--- src/rtl/osa_pkg.sv ---
package osa_pkg;

    localparam int SLOTS_DEF     = 64;
    localparam int USER_BITS_DEF = 8;
    localparam int RUN_LIMIT     = 64;

    localparam int CFG_W   = 7;
    localparam int WHO_W   = 8;
    localparam int IDX_W   = 6;
    localparam int OWNER_W = 8;
    localparam int KIND_W  = 2;

    localparam logic [CFG_W-1:0] SLOTS_RST = 7'd64;
    localparam logic [1:0]       REG_SLOTS_ADDR = 2'd0;

    typedef enum logic [KIND_W-1:0] {
        K_VIEW        = 2'd0,
        K_ALLOC_FIRST = 2'd1,
        K_ALLOC_GIVEN = 2'd2,
        K_RELEASE     = 2'd3
    } t_kind;

    typedef enum logic [1:0] {
        ST_IDLE,
        ST_SCAN,
        ST_FINISH
    } t_state;

endpackage

--- src/rtl/owner_tagged_slot_allocator_unit.sv ---
// Channel  | Dir | Transfer when           | Payload
// ---------+-----+------------------------+------------------------------------------
// s stream | in  | i_s_tvalid & o_s_tready | tuser: kind; tdata: user_id, slot_index
// m stream | out | o_m_tvalid & i_m_tready | tuser: op_code; tlast: last;
//          |     |                         | tdata: requester .. slot_owner
// APB cfg  | in  | psel&penable&pwrite     | slots_in_use at byte address 0
//
// Each request goes through acceptance in the idle state, one full rotation of the cell
// chain (the head cell checked and rewritten on its way back to the tail), and the
// finish state that loads the result. A view stalls the rotation at each reported slot
// while the output register is full; any other result waits in the finish state instead.
// Reset is synchronous: all slots free, no owners, slots_in_use = 64.
// A new request is taken while a finished result still sits in the output register.
module owner_tagged_slot_allocator_unit import osa_pkg::*; #(
    parameter int SLOTS     = SLOTS_DEF,
    parameter int USER_BITS = USER_BITS_DEF
) (
    input  logic        i_clk,
    input  logic        i_rst_n,
    input  logic        i_s_tvalid,
    output logic        o_s_tready,
    input  logic [15:0] i_s_tdata,   // [7:0] user_id, [13:8] slot_index, [15:14] zero
    input  logic [1:0]  i_s_tuser,   // [1:0] kind
    output logic        o_m_tvalid,
    input  logic        i_m_tready,
    output logic [23:0] o_m_tdata,   // [7:0] requester, [8] success, [9] slot_valid,
                                     // [15:10] result_slot, [23:16] slot_owner
    output logic [1:0]  o_m_tuser,   // [1:0] op_code
    output logic        o_m_tlast,
    input  logic        psel,
    input  logic        penable,
    input  logic        pwrite,
    input  logic [1:0]  paddr,
    input  logic [31:0] pwdata,
    output logic [31:0] prdata,
    output logic        pready
);

    logic [CFG_W-1:0]     r_slots;
    logic                 shift, wr_res, head_res;
    logic [USER_BITS-1:0] wr_own, head_own;
    logic                 chain_res [SLOTS+1];
    logic [USER_BITS-1:0] chain_own [SLOTS+1];
    t_kind                op;
    logic                 ok, slot_valid;
    logic [IDX_W-1:0]     slot;
    logic [OWNER_W-1:0]   owner;
    logic [WHO_W-1:0]     who;

    assign pready = 1'b1;
    assign prdata = (paddr == REG_SLOTS_ADDR) ? {{(32 - CFG_W){1'b0}}, r_slots} : '0;

    always_ff @(posedge i_clk) begin
        if (!i_rst_n) begin
            r_slots <= SLOTS_RST;
        end else if (psel && penable && pwrite && pready && paddr == REG_SLOTS_ADDR) begin
            r_slots <= pwdata[CFG_W-1:0];
        end
    end

    // cell k takes from cell k+1; the tail takes the rewritten head
    assign chain_res[SLOTS] = wr_res;
    assign chain_own[SLOTS] = wr_own;

    for (genvar gk = 0; gk < SLOTS; gk++) begin : g_cell
        osa_cell #(
            .USER_BITS(USER_BITS)
        ) u_cell (
            .i_clk   (i_clk),
            .i_rst_n (i_rst_n),
            .i_shift (shift),
            .i_res   (chain_res[gk+1]),
            .i_own   (chain_own[gk+1]),
            .o_res   (chain_res[gk]),
            .o_own   (chain_own[gk])
        );
    end

    assign head_res = chain_res[0];
    assign head_own = chain_own[0];

    osa_ctrl #(
        .SLOTS     (SLOTS),
        .USER_BITS (USER_BITS)
    ) u_ctrl (
        .i_clk        (i_clk),
        .i_rst_n      (i_rst_n),
        .i_slots      (r_slots),
        .i_in_valid   (i_s_tvalid),
        .o_in_ready   (o_s_tready),
        .i_kind       (t_kind'(i_s_tuser)),
        .i_who        (i_s_tdata[7:0]),
        .i_idx        (i_s_tdata[13:8]),
        .i_head_res   (head_res),
        .i_head_own   (head_own),
        .o_shift      (shift),
        .o_wr_res     (wr_res),
        .o_wr_own     (wr_own),
        .o_out_valid  (o_m_tvalid),
        .i_out_ready  (i_m_tready),
        .o_op         (op),
        .o_who        (who),
        .o_ok         (ok),
        .o_slot_valid (slot_valid),
        .o_slot       (slot),
        .o_owner      (owner),
        .o_last       (o_m_tlast)
    );

    assign o_m_tuser = op;
    assign o_m_tdata = {owner, slot, slot_valid, ok, who};

endmodule

--- src/rtl/osa_cell.sv ---
module osa_cell import osa_pkg::*; #(
    parameter int USER_BITS = USER_BITS_DEF
) (
    input  logic                 i_clk,
    input  logic                 i_rst_n,
    input  logic                 i_shift,
    input  logic                 i_res,
    input  logic [USER_BITS-1:0] i_own,
    output logic                 o_res,
    output logic [USER_BITS-1:0] o_own
);

    logic                 r_res;
    logic [USER_BITS-1:0] r_own;

    always_ff @(posedge i_clk) begin
        if (!i_rst_n) begin
            r_res <= 1'b0;
            r_own <= '0;
        end else if (i_shift) begin
            r_res <= i_res;
            r_own <= i_own;
        end
    end

    assign o_res = r_res;
    assign o_own = r_own;

endmodule

--- src/rtl/osa_ctrl.sv ---
module osa_ctrl import osa_pkg::*; #(
    parameter int SLOTS     = SLOTS_DEF,
    parameter int USER_BITS = USER_BITS_DEF
) (
    input  logic                 i_clk,
    input  logic                 i_rst_n,
    input  logic [CFG_W-1:0]     i_slots,
    // request channel
    input  logic                 i_in_valid,
    output logic                 o_in_ready,
    input  t_kind                i_kind,
    input  logic [WHO_W-1:0]     i_who,
    input  logic [IDX_W-1:0]     i_idx,
    // head of the cell chain
    input  logic                 i_head_res,
    input  logic [USER_BITS-1:0] i_head_own,
    output logic                 o_shift,
    output logic                 o_wr_res,
    output logic [USER_BITS-1:0] o_wr_own,
    // result channel
    output logic                 o_out_valid,
    input  logic                 i_out_ready,
    output t_kind                o_op,
    output logic [WHO_W-1:0]     o_who,
    output logic                 o_ok,
    output logic                 o_slot_valid,
    output logic [IDX_W-1:0]     o_slot,
    output logic [OWNER_W-1:0]   o_owner,
    output logic                 o_last
);

    localparam int PW = $clog2(SLOTS);
    localparam int NW = (PW + 1 > CFG_W) ? PW + 1 : CFG_W;

    t_state               r_state, n_state;
    logic [PW-1:0]        r_pos, n_pos;
    t_kind                r_kind, n_kind;
    logic [WHO_W-1:0]     r_who, n_who;
    logic [IDX_W-1:0]     r_idx, n_idx;
    logic                 r_ok, n_ok;
    logic                 r_valid, n_valid;
    logic [IDX_W-1:0]     r_rslot, n_rslot;
    logic [OWNER_W-1:0]   r_rowner, n_rowner;

    logic                 r_ovalid, n_ovalid;
    t_kind                r_o_op, n_o_op;
    logic [WHO_W-1:0]     r_o_who, n_o_who;
    logic                 r_o_ok, n_o_ok;
    logic                 r_o_valid, n_o_valid;
    logic [IDX_W-1:0]     r_o_slot, n_o_slot;
    logic [OWNER_W-1:0]   r_o_owner, n_o_owner;
    logic                 r_o_last, n_o_last;

    logic [USER_BITS-1:0] uid;
    logic [OWNER_W-1:0]   uid8, head8;
    logic [NW-1:0]        pos_x, idx_x, slots_x, n_act, runs;
    logic                 out_free, hit, in_view, in_fire;

    // user id kept to USER_BITS; owners shown on 8 bits
    for (genvar gb = 0; gb < USER_BITS; gb++) begin : g_uid
        if (gb < WHO_W) begin : g_in
            assign uid[gb] = r_who[gb];
        end else begin : g_zero
            assign uid[gb] = 1'b0;
        end
    end
    for (genvar gb = 0; gb < OWNER_W; gb++) begin : g_own8
        if (gb < USER_BITS) begin : g_in
            assign uid8[gb]  = uid[gb];
            assign head8[gb] = i_head_own[gb];
        end else begin : g_zero
            assign uid8[gb]  = 1'b0;
            assign head8[gb] = 1'b0;
        end
    end

    assign pos_x   = NW'(r_pos);
    assign idx_x   = NW'(r_idx);
    assign slots_x = NW'(i_slots);
    assign n_act   = (slots_x > NW'(SLOTS)) ? NW'(SLOTS) : slots_x;
    assign runs    = (n_act > NW'(RUN_LIMIT)) ? NW'(RUN_LIMIT) : n_act;
    assign hit     = (pos_x == idx_x) && (idx_x < n_act);
    assign in_view = (pos_x < runs);

    assign out_free   = !r_ovalid || i_out_ready;
    assign o_in_ready = (r_state == ST_IDLE);
    assign in_fire    = i_in_valid && o_in_ready;

    always_comb begin
        n_state   = r_state;
        n_pos     = r_pos;
        n_kind    = r_kind;
        n_who     = r_who;
        n_idx     = r_idx;
        n_ok      = r_ok;
        n_valid   = r_valid;
        n_rslot   = r_rslot;
        n_rowner  = r_rowner;
        n_ovalid  = r_ovalid && !i_out_ready;
        n_o_op    = r_o_op;
        n_o_who   = r_o_who;
        n_o_ok    = r_o_ok;
        n_o_valid = r_o_valid;
        n_o_slot  = r_o_slot;
        n_o_owner = r_o_owner;
        n_o_last  = r_o_last;
        o_shift   = 1'b0;
        o_wr_res  = i_head_res;
        o_wr_own  = i_head_own;

        case (r_state)
            ST_IDLE: begin
                if (in_fire) begin
                    n_state  = ST_SCAN;
                    n_pos    = '0;
                    n_kind   = i_kind;
                    n_who    = i_who;
                    n_idx    = i_idx;
                    n_ok     = 1'b0;
                    n_valid  = 1'b0;
                    n_rslot  = '0;
                    n_rowner = '0;
                end
            end
            ST_SCAN: begin
                // view waits at each reported slot until the output register frees up
                if (!(r_kind == K_VIEW && in_view) || out_free) begin
                    o_shift = 1'b1;
                    n_pos   = r_pos + 1'b1;
                    if (r_pos == PW'(SLOTS - 1)) begin
                        n_state = ST_FINISH;
                    end
                    case (r_kind)
                        K_VIEW: begin
                            if (in_view) begin
                                n_ovalid  = 1'b1;
                                n_o_op    = r_kind;
                                n_o_who   = r_who;
                                n_o_ok    = 1'b1;
                                n_o_valid = 1'b1;
                                n_o_slot  = pos_x[IDX_W-1:0];
                                n_o_owner = i_head_res ? head8 : '0;
                                n_o_last  = (pos_x == runs - 1'b1);
                            end
                        end
                        K_ALLOC_FIRST: begin
                            if (!r_ok && (pos_x < n_act) && !i_head_res) begin
                                o_wr_res = 1'b1;
                                o_wr_own = uid;
                                n_ok     = 1'b1;
                                n_valid  = 1'b1;
                                n_rslot  = pos_x[IDX_W-1:0];
                                n_rowner = uid8;
                            end
                        end
                        K_ALLOC_GIVEN: begin
                            if (hit && !i_head_res) begin
                                o_wr_res = 1'b1;
                                o_wr_own = uid;
                                n_ok     = 1'b1;
                                n_valid  = 1'b1;
                                n_rslot  = r_idx;
                                n_rowner = uid8;
                            end
                        end
                        K_RELEASE: begin
                            if (hit) begin
                                n_valid = 1'b1;
                                n_rslot = r_idx;
                                if (i_head_res && (i_head_own == uid)) begin
                                    o_wr_res = 1'b0;
                                    o_wr_own = '0;
                                    n_ok     = 1'b1;
                                    n_rowner = '0;
                                end else begin
                                    n_rowner = i_head_res ? head8 : '0;
                                end
                            end
                        end
                        default: ;
                    endcase
                end
            end
            ST_FINISH: begin
                if (r_kind == K_VIEW && n_act != '0) begin
                    n_state = ST_IDLE;
                end else if (out_free) begin
                    n_state   = ST_IDLE;
                    n_ovalid  = 1'b1;
                    n_o_op    = r_kind;
                    n_o_who   = r_who;
                    n_o_ok    = (r_kind == K_VIEW) ? 1'b1 : r_ok;
                    n_o_valid = r_valid;
                    n_o_slot  = r_valid ? r_rslot : '0;
                    n_o_owner = r_valid ? r_rowner : '0;
                    n_o_last  = 1'b1;
                end
            end
            default: n_state = ST_IDLE;
        endcase
    end

    always_ff @(posedge i_clk) begin
        if (!i_rst_n) begin
            r_state  <= ST_IDLE;
            r_ovalid <= 1'b0;
            r_pos    <= '0;
        end else begin
            r_state  <= n_state;
            r_ovalid <= n_ovalid;
            r_pos    <= n_pos;
        end
    end

    always_ff @(posedge i_clk) begin
        r_kind    <= n_kind;
        r_who     <= n_who;
        r_idx     <= n_idx;
        r_ok      <= n_ok;
        r_valid   <= n_valid;
        r_rslot   <= n_rslot;
        r_rowner  <= n_rowner;
        r_o_op    <= n_o_op;
        r_o_who   <= n_o_who;
        r_o_ok    <= n_o_ok;
        r_o_valid <= n_o_valid;
        r_o_slot  <= n_o_slot;
        r_o_owner <= n_o_owner;
        r_o_last  <= n_o_last;
    end

    assign o_out_valid  = r_ovalid;
    assign o_op         = r_o_op;
    assign o_who        = r_o_who;
    assign o_ok         = r_o_ok;
    assign o_slot_valid = r_o_valid;
    assign o_slot       = r_o_slot;
    assign o_owner      = r_o_owner;
    assign o_last       = r_o_last;

endmodule
--- config.mk ---
export PLATFORM = sky130hd
export DESIGN_NAME = owner_tagged_slot_allocator_unit
export DESIGN_NICKNAME = d
export VERILOG_FILES = /design/src/rtl/osa_pkg.sv /design/src/rtl/owner_tagged_slot_allocator_unit.sv /design/src/rtl/osa_cell.sv /design/src/rtl/osa_ctrl.sv
export SDC_FILE = /design/constraint.sdc
export NUM_CORES = 1
export LEC_CHECK = 0
export ABC_AREA = 1
export ABC_CLOCK_PERIOD_IN_PS = 9300
export BUFFER_PORTS_ARGS = -buffer_cell sky130_fd_sc_hd__buf_4
export CAP_MARGIN = 20
export CORE_AREA = 2 2 305 277
export DETAILED_ROUTE_END_ITERATION = 8
export DIE_AREA = 0 0 307 279
export SLEW_MARGIN = 20
export SYNTH_ARGS = -nofsm -noshare
export SYNTH_HDL_FRONTEND = slang
export SYNTH_SLANG_ARGS = --single-unit
--- constraint.sdc ---
create_clock -name i_clk -period 9.3 [get_ports i_clk]
set_input_delay 1.86 -clock i_clk [delete_from_list [all_inputs] [get_ports i_clk]]
set_output_delay 1.86 -clock i_clk [all_outputs]
set_load 0.05 [all_outputs]
==> impl_results.md <==
- CTS tree: yes
- Hold violation count in the final report: 0
- Routed vias: 18200
- Hold_buf cts: 0
- Seq/Total Area, Yosys: 0.553
- CP Capture Type: register
- Fin nets: 3075
- Clock Latency Late Sink: 600 ps
- Fin util: 0.332
- Pin count of the biggest net entering global routing: 207
- Mapped Area: 0.0246 mm²
- Leading area contributor after synthesis: dfxtp_1
- Worst EP arrival: 5220 ps
- Routability cong.: 0.836
- Die Y: 279 µm
- Mapped Avg Cell Area: 8.07 µm²
- Reg power frac: 0.460
- Yosys warning total: 0
- Site Rows: 100
- RSZ-0062 raised after global routing: no
- Required time of the critical path: 9820 ps
- Post-route DRC: 0
- Status: finished, final reports clean
- Highest clock rate: 213 MHz
- Worst setup SP type: primary input
- Buffers on Ports: 67
- Minimum clock period: 4700 ps
- Syn-to-layout area delta: 11.0%
- Lkg Pwr: 10.5 nW
- CTS H-tree lvls: 3
- Asr flop ratio synth: 0
- DP Wirelength: 24700 µm
- CP Max Fanout: 127
- Clock buffer depth: 3
- Internal: 6.43 mW
- DR pass1 iterations: 7
- Area share of the largest cell type after synthesis: 0.481
- Combinational share of power: 0.275
- Endpoint, Worst Hold: g_cell[51].u_cell.o_own[0]
- Top_reg_cell synth: dfxtp_1
- Min-Delay Path Class: reg2reg
- CTS Buf Count: 70
- Psw: 3.42 mW
- Cts repair resizes: 0
- Area contributors post-synth: dfxtp_1 48%, nor2_1 18%, o21ai_1 8.3%
- Post-synth EDFFs: 59
- Setup Viol. Count Final: 0
- Worst flop-to-flop path endpoint: g_cell[23].u_cell.o_own[6]
- Total wire length: 45100 µm
- Reg2reg start: r_slots[6]
- Max cap viols: 0
- Worst Skew: 44.2 ps
- Final Cycle Share: 0.505
- Post-CTS setup buffers: 0
- Max IR drop VDD: 0.176 mV
- ANT cells: 0
- Vias in the first global route: 16700
- Fillers: 8640
- R2R cell count: 14
- Switch share: 0.347
- Cell count after synthesis: 3051
- Total GRT Usage: 0.104
- Power Dens Cells: 361 mW/mm²
- Routed len/inst: 11.0 µm
- Initial antenna violation count: 0
- Core Region: 0.0823 mm²
- CP Class: in2reg
- Worst Setup SP: i_m_tready
- Clock power frac: 0.265
- Worst slew margin: 0.269
- Reg-to-reg slack, setup: 4620 ps
- GR Overflow Total: 0
- Die Wd: 307 µm
- Actual slew at the worst max-slew pin: 1100 ps
- DRT iter0 DRCs: 1379
- Via/cell ratio: 4.44
- First-pass GRT wire length: 78000 µm
- Worst-path clk slew: 60 ps
- Setup_tns: 0 ps
- Post-route ant nets: 0
- Max-slew violation count: 0
- Synth cell types: 39
- Root buffer cell: clkbuf_16
- Starting Density: 0.299
- Flops & latches, synth: 651
- Worst Hold Depth: 2
- Full die area: 0.0857 mm²
- Share of layout cells above drive strength 1: 0.0625
- Top-Level Pins: 121
- CTS sink count: 651
- Hold Crit Start: g_cell[52].u_cell.o_own[0]
## cell families after synthesis
kind of cell / synth area share
xor gates and xnor gates: 0.00463
buffers and inverters: 0.0746
AOI/OAI and AO/OA: 0.142
adders and majority gates: 0.0127
DFF: 0.553
and+or+nand+nor: 0.212
other: 0.000305
## worst max-delay path by stage
| stage | cells past startpoint | slack [ps] | to |
|---|---|---|---|
| global route | 14 | 4190 | g_cell[22].u_cell.o_own[6] |
| floorplan | 3 | 4700 | prdata[0] |
| detailed placement | 8 | 4030 | g_cell[23].u_cell.o_own[6] |
| finish | 8 | 4600 | g_cell[23].u_cell.o_own[6] |
| global placement | 8 | 4060 | g_cell[24].u_cell.o_own[7] |
| CTS | 14 | 4640 | g_cell[23].u_cell.o_own[6] |
## stage by stage
stage	instance area (µm²)	cells	hold slack [ps]	power (mW)	setup slack, ps
2_1_floorplan	24700	3075	440	6.92	4700
3_3_place_gp	25200	3990	456	7.27	4060
3_5_place_dp	25200	3990	465	7.32	4030
4_1_cts	27300	4112	448	9.99	4640
5_1_grt	27300	4112	492	10.7	4190
6_report	27300	4112	445	9.86	4600
## final cells by class
type / count / area [µm²] / share of cell area
tap: 1071 / 1340 / 0.0490
timing repair buffer: 81 / 641 / 0.0234
inverter: 75 / 289 / 0.0106
multi-input combinational: 2112 / 9260 / 0.339
sequential: 651 / 13600 / 0.499
clock inverter: 18 / 184 / 0.00673
clock buffer: 104 / 1980 / 0.0725
## flip-flops by register name (all words and copies together), names as in the netlist, 2 cells and up
signal,count
u_ctrl.o_op,2
u_ctrl.r_who,8
r_slots,7
u_ctrl.r_pos,6
u_ctrl.o_slot,6
u_ctrl.r_rslot,6
u_ctrl.r_rowner,8
g_cell.u_cell.o_own,512
u_ctrl.r_idx,6
u_ctrl.r_kind,2
u_ctrl.r_state,2
g_cell.u_cell.o_res,64
u_ctrl.o_who,8
u_ctrl.o_owner,8
## cells in the mapped netlist (2+ instances only)
master    instances
a31oi_1           2
o22ai_1          10
edfxtp_1         59
nor3_1            2
a21o_1            3
o21ai_0         207
dfxtp_1         592
ha_1             25
nand3_1          42
buf_2            65
conb_1            2
a21oi_1          51
nor2_1         1156
nand2_2           2
inv_2             2
nor2_2            2
nand2_1         131
clkbuf_1         93
buf_8            23
xor2_1            7
o21ai_1         410
buf_6            24
xnor2_1           6
buf_4            30
nand4_1          18
inv_1            71
buf_12            2
a211oi_1          2
clkinv_1          2
## power groups by stage
stage                     combinational [mW]  sequential [mW]  clock, mW
final                                   2.71             4.53       2.62
after global routing                    3.17             4.68       2.82
after CTS                               2.74             4.54       2.71
after detailed placement                2.73             4.59          0
after global placement                  2.70             4.57          0
after floorplan                         2.30             4.62          0
## cells in the final DEF (no fill, tap or decap), drive strengths merged
cell | Yosys | layout
o22ai | 10 | 10
buf | 144 | 81
o21ai | 617 | 617
o41ai | 1 | 1
edfxtp | 59 | 59
inv | 73 | 78
a31o | 1 | 1
a31oi | 2 | 2
ha | 25 | 25
nor2 | 1158 | 1158
clkbuf | 93 | 104
conb | 2 | 26
nand3 | 42 | 42
clkinv | 2 | 14
a211oi | 2 | 2
xor2 | 7 | 7
nor4 | 1 | 1
o211ai | 1 | 1
xnor2 | 6 | 6
nor3 | 3 | 3
or2 | 1 | 1
o21bai | 1 | 1
bufinv | 0 | 1
and2 | 1 | 1
a21oi | 52 | 52
dfxtp | 592 | 592
o21a | 1 | 1
a21o | 3 | 3
nand4 | 18 | 18
nand2 | 133 | 133
## critical path, cell delays in order
cell	delay, ps
buf_4	110
nor2_1	330
nand2_1	240
nand2_8	600
buf_4	840
buf_4	760
o21ai_0	180
nor2_1	140
## routing by layer
| metal | track usage | vias up | wire length, µm |
|---|---|---|---|
| met1 | 0.138 | 8245 | 22800 |
| li1 | - | 9696 | - |
| met2 | 0.167 | 227 | 19600 |
| met3 | 0.0183 | 81 | 1550 |
| met4 | 0.0407 | 0 | 1040 |
| met5 | 0 | - | 0 |
Power figures use the tool's default switching activity.
